## src/sv/lap_pkg.sv

```systemverilog
// ---------------------------------------------------------------------------
// lap_pkg
// Shared widths and constants for the look-at quaternion pipeline.
// ---------------------------------------------------------------------------
package lap_pkg;

    localparam int ISQ_ROOT_W = 32;
    localparam int ISQ_IN_W   = 2 * ISQ_ROOT_W;

    localparam logic signed [33:0] ONE_Q30 = 34'sd1073741824;

endpackage

```

## src/sv/lap_isqrt.sv

```systemverilog
// ---------------------------------------------------------------------------
// lap_isqrt
// Pipelined floor square root, one root bit per stage, with sideband tag.
// ---------------------------------------------------------------------------
module lap_isqrt import lap_pkg::*; #(
    parameter int TAG_W = 1
) (
    input  logic                  i_clk,
    input  logic                  i_rst_n,
    input  logic                  i_en,
    input  logic                  i_valid,
    input  logic [ISQ_IN_W-1:0]   i_n,
    input  logic [TAG_W-1:0]      i_tag,
    output logic                  o_valid,
    output logic [ISQ_ROOT_W-1:0] o_root,
    output logic [TAG_W-1:0]      o_tag
);

    localparam int NS    = ISQ_ROOT_W;
    localparam int REM_W = ISQ_ROOT_W + 3;

    logic [REM_W-1:0]      w_rem  [0:NS];
    logic [ISQ_ROOT_W-1:0] w_root [0:NS];
    logic [ISQ_IN_W-1:0]   w_n    [0:NS];
    logic [TAG_W-1:0]      w_tag  [0:NS];
    logic                  w_v    [0:NS];

    logic [REM_W-1:0]      r_rem  [0:NS-1];
    logic [ISQ_ROOT_W-1:0] r_root [0:NS-1];
    logic [ISQ_IN_W-1:0]   r_n    [0:NS-1];
    logic [TAG_W-1:0]      r_tag  [0:NS-1];
    logic                  r_v    [0:NS-1];

    assign w_rem[0]  = '0;
    assign w_root[0] = '0;
    assign w_n[0]    = i_n;
    assign w_tag[0]  = i_tag;
    assign w_v[0]    = i_valid;

    for (genvar s = 0; s < NS; s++) begin : g_stage
        logic [REM_W-1:0]      cur;
        logic [REM_W-1:0]      trial;
        logic [REM_W-1:0]      n_rem;
        logic [ISQ_ROOT_W-1:0] n_root;

        always_comb begin
            cur   = {w_rem[s][REM_W-3:0], w_n[s][ISQ_IN_W-1 -: 2]};
            trial = REM_W'({w_root[s], 2'b01});
            if (cur >= trial) begin
                n_rem  = cur - trial;
                n_root = {w_root[s][ISQ_ROOT_W-2:0], 1'b1};
            end else begin
                n_rem  = cur;
                n_root = {w_root[s][ISQ_ROOT_W-2:0], 1'b0};
            end
        end

        always_ff @(posedge i_clk) begin
            if (!i_rst_n) begin
                r_v[s] <= 1'b0;
            end else if (i_en) begin
                r_v[s] <= w_v[s];
            end
        end

        always_ff @(posedge i_clk) begin
            if (i_en) begin
                r_rem[s]  <= n_rem;
                r_root[s] <= n_root;
                r_n[s]    <= {w_n[s][ISQ_IN_W-3:0], 2'b00};
                r_tag[s]  <= w_tag[s];
            end
        end

        assign w_rem[s+1]  = r_rem[s];
        assign w_root[s+1] = r_root[s];
        assign w_n[s+1]    = r_n[s];
        assign w_tag[s+1]  = r_tag[s];
        assign w_v[s+1]    = r_v[s];
    end

    assign o_valid = w_v[NS];
    assign o_root  = w_root[NS];
    assign o_tag   = w_tag[NS];

endmodule

```

## config.mk

```make
export PLATFORM = sky130hd
export DESIGN_NAME = lap_isqrt
export DESIGN_NICKNAME = d
export VERILOG_FILES = /design/src/sv/lap_pkg.sv /design/src/sv/lap_isqrt.sv
export SDC_FILE = /design/constraint.sdc
export NUM_CORES = 2
export LEC_CHECK = 0
export BUFFER_PORTS_ARGS = -buffer_cell sky130_fd_sc_hd__buf_4
export CAP_MARGIN = 20
export CORE_AREA = 10 10 392 679
export CTS_CLUSTER_DIAMETER = 30
export DETAILED_ROUTE_END_ITERATION = 10
export DIE_AREA = 0 0 402 689
export SKIP_CTS_REPAIR_TIMING = 1
export SYNTH_ARGS = -nofsm -noshare
export SYNTH_HDL_FRONTEND = slang
export SYNTH_MEMORY_MAX_BITS = 65536
export SYNTH_SLANG_ARGS = --single-unit
```

## constraint.sdc

```tcl
create_clock -name i_clk -period 8.7 [get_ports i_clk]
set_clock_uncertainty 0.15 [all_clocks]
set_input_delay 0.87 -clock i_clk [delete_from_list [all_inputs] [get_ports i_clk]]
set_output_delay 0.87 -clock i_clk [all_outputs]
set_load 0.01 [all_outputs]
```

==> results_dict.tcl <==
set metrics [dict create \
    overflow 0 \
    critPathBufInv 3 \
    stdcell_count 13344 \
    endpoint_kind "flop" \
    drcViolationCount 0 \
    drv_cap 0 \
    antenna_left 0 \
    cts_tree "yes" \
    place_congestion 0.992 \
    track_usage 0.209 \
    status "complete, no violations" \
    synth-edff-count 2557 \
    syn_nets 9851 \
    synth_ff_type "edfxtp_1" \
    power_density_nw_per_um2 295 \
    routed_wl_um 298000 \
    p_leak_nw 53.1 \
    setup_slack_ps 3670 \
    syn_inst 9221 \
    drive_above_1_share 0.103 \
    path_delay_family "compound AO/OA/AOI/OAI gates" \
    clk_pin_slew_ps 50 \
    r2r-start "r_root[1][227]" \
    crit_fanout 33 \
    fin_crit_ps 5030 \
    grt_setup_unrepaired "false" \
    clock_sinks 2558 \
    grt_pass1_vias 77741 \
    areaGrowthSynthToFinish_pct 16.6 \
    clockBufferDepth 4 \
    grt_pass1_wl_um 445000 \
    htreeDepth 5 \
    post-route-period-util 0.578 \
    cp_slowest_cell "o21ai_0" \
    startpoint_type "flop" \
    synth_seq_cells 2558 \
    clock_latency_ps 890 \
    start_util 0.467 \
    hp-class "input pin to flop" \
    nNetsFinal 10283 \
    worst_ep_arrival_time_ps 5500 \
    ir_drop_mv 0.218 \
    crit_type "flop to flop" \
    coreArea_um2 254000 \
    fill_cells 20935 \
    slowest_delay_ps 770 \
    pre_cts_slack_ps 3710 \
    max_freq_mhz 199 \
    setup_viol 0 \
    antenna_found_initial 13 \
    r2r_slack_ps 3670 \
    post_drt_via_cell_ratio 5.54 \
    die_w_um 402 \
    die_y_um 689 \
    ys_types 92 \
    final_cell_mix "2557 x edfxtp_1, 704 x inv_1, 611 x a21oi_1" \
    drv_slew 0 \
    hold_violations 0 \
    root_buffer "clkbuf_16" \
    num_vias 73898 \
    grt_start_max_net_pins 159 \
    tightest_slew_ps 1250 \
    ys_seq_area_frac 0.646 \
    async_flop_share 0 \
    final_common_cell "edfxtp_1" \
    dr.pass1.iters 8 \
    dp_hpwl_um 222000 \
    cp_common_cell "buf_4" \
    yosysWarnings 0 \
    syn_avg_cell_area_um2 12.9 \
    dp.cells 12512 \
    hp-start "i_n[56]" \
    io_buffers 102 \
    syn_area_um2 119000 \
    cp-startpoint "r_root[1][227]" \
    rows 245 \
    setup_tns_ps 0 \
    post_drt_wl_per_cell_um 22.3 \
    critPathRequiredTime_ps 9170 \
    worstPathCellList "inv_1 > ha_1 > nand3_1 > a21oi_1 > o41ai_1 > buf_4 > o21ai_0 > o22ai_1 > o21a_1 > nand2_1 > buf_4 > mux2_2" \
    max_slew_margin 0.156 \
    ios 103 \
    cts_made_buffers 407 \
    dieArea_um2 277000 \
    first_iter_violations 4218 \
]
[final timing paths]
kind	to	depth (start not counted)
min	r_n[0][56]	1
max	r_rem[1][285]	12
max reg2reg	r_rem[1][285]	12
min reg2reg	r_n[0][653]	0
[cell usage after synthesis, types with 39 or more instances]
master,n,share of area
xor2_1,382,0.028
a21o_1,241,0.015
nand2_1,608,0.019
o21ai_0,472,0.020
clkbuf_1,192,0.0061
a31oi_1,62,0.0033
o21a_1,87,0.0055
a211oi_1,47,0.0030
nand4_1,106,0.0056
and3_1,68,0.0036
nor4_1,110,0.0058
nand3_1,180,0.0076
edfxtp_1,2557,0.65
or2_2,45,0.0024
o31ai_1,55,0.0035
or4_1,78,0.0049
nand2b_1,96,0.0050
inv_1,704,0.022
a21oi_1,612,0.026
nor2b_1,90,0.0047
xnor2_1,425,0.031
nor3_1,216,0.0091
mux2_2,88,0.0083
ha_1,561,0.059
or3_1,97,0.0051
o21bai_1,58,0.0037
nor2_1,566,0.018
o211ai_1,39,0.0025
[area by class of cell]
class / instances / area (um2) / share of cell area
multi-input combinational: 5739 / 38800 / 0.280
sequential: 2558 / 76800 / 0.554
inverter: 707 / 2650 / 0.0191
clock inverter: 299 / 3570 / 0.0258
antenna: 23 / 57.6 / 0.000415
timing repair buffer: 240 / 2160 / 0.0156
tap: 3334 / 4170 / 0.0301
clock buffer: 444 / 10400 / 0.0752
[worst reg2reg max path: stages (launching register included)]
cell      delay (ps)
edfxtp_1         390
inv_1             60
ha_1             360
nand3_1          320
a21oi_1          360
o41ai_1          150
buf_4            180
o21ai_0          780
o22ai_1          220
o21a_1           370
nand2_1          530
buf_4            470
mux2_2           440
[per-stage QoR]
stage | area, um2 | total power, W | utilization | hold slack [ps]
6_report | 139000 | 0.0409 | 0.545 | 62.0
5_1_grt | 139000 | 0.0426 | 0.545 | 8.89
4_1_cts | 138000 | 0.0412 | 0.542 | -74.2
3_5_place_dp | 124000 | 0.0246 | 0.487 | 255
3_3_place_gp | 124000 | 0.0245 | 0.487 | 250
2_1_floorplan | 119000 | 0.0217 | - | 250
[sequential cells by signal, summed over array words and instances, names as in the netlist]
name	count
r_n	992
r_rem	974
r_root	528
r_tag	32
r_v	32
[cells by family after synthesis]
family          Yosys count  synth area share
xor+xnor                807            0.0594
flops                  2558             0.646
simple gates           2395            0.0999
buf+inv                 924            0.0294
other cells               1         0.0000315
fa+ha+maj               561            0.0590
mux                      99           0.00926
compound gates         1876            0.0972
[power breakdown]
group | total (W) | internal (W) | leakage, nW | switching [W]
registers | 0.0167 | 0.0156 | 24.7 | 0.00113
clock network | 0.0164 | 0.0104 | 6.75 | 0.00602
logic | 0.00779 | 0.00305 | 21.7 | 0.00474
total | 0.0409 | 0.0290 | 53.1 | 0.0119
[routing by layer]
| layer | share of wire | GRT usage |
|---|---|---|
| met5 | 0.000064 | 0 |
| met4 | 0.093 | 0.170 |
| met3 | 0.032 | 0.0315 |
| met2 | 0.59 | 0.440 |
| met1 | 0.28 | 0.159 |
Power figures use the tool's default switching activity.
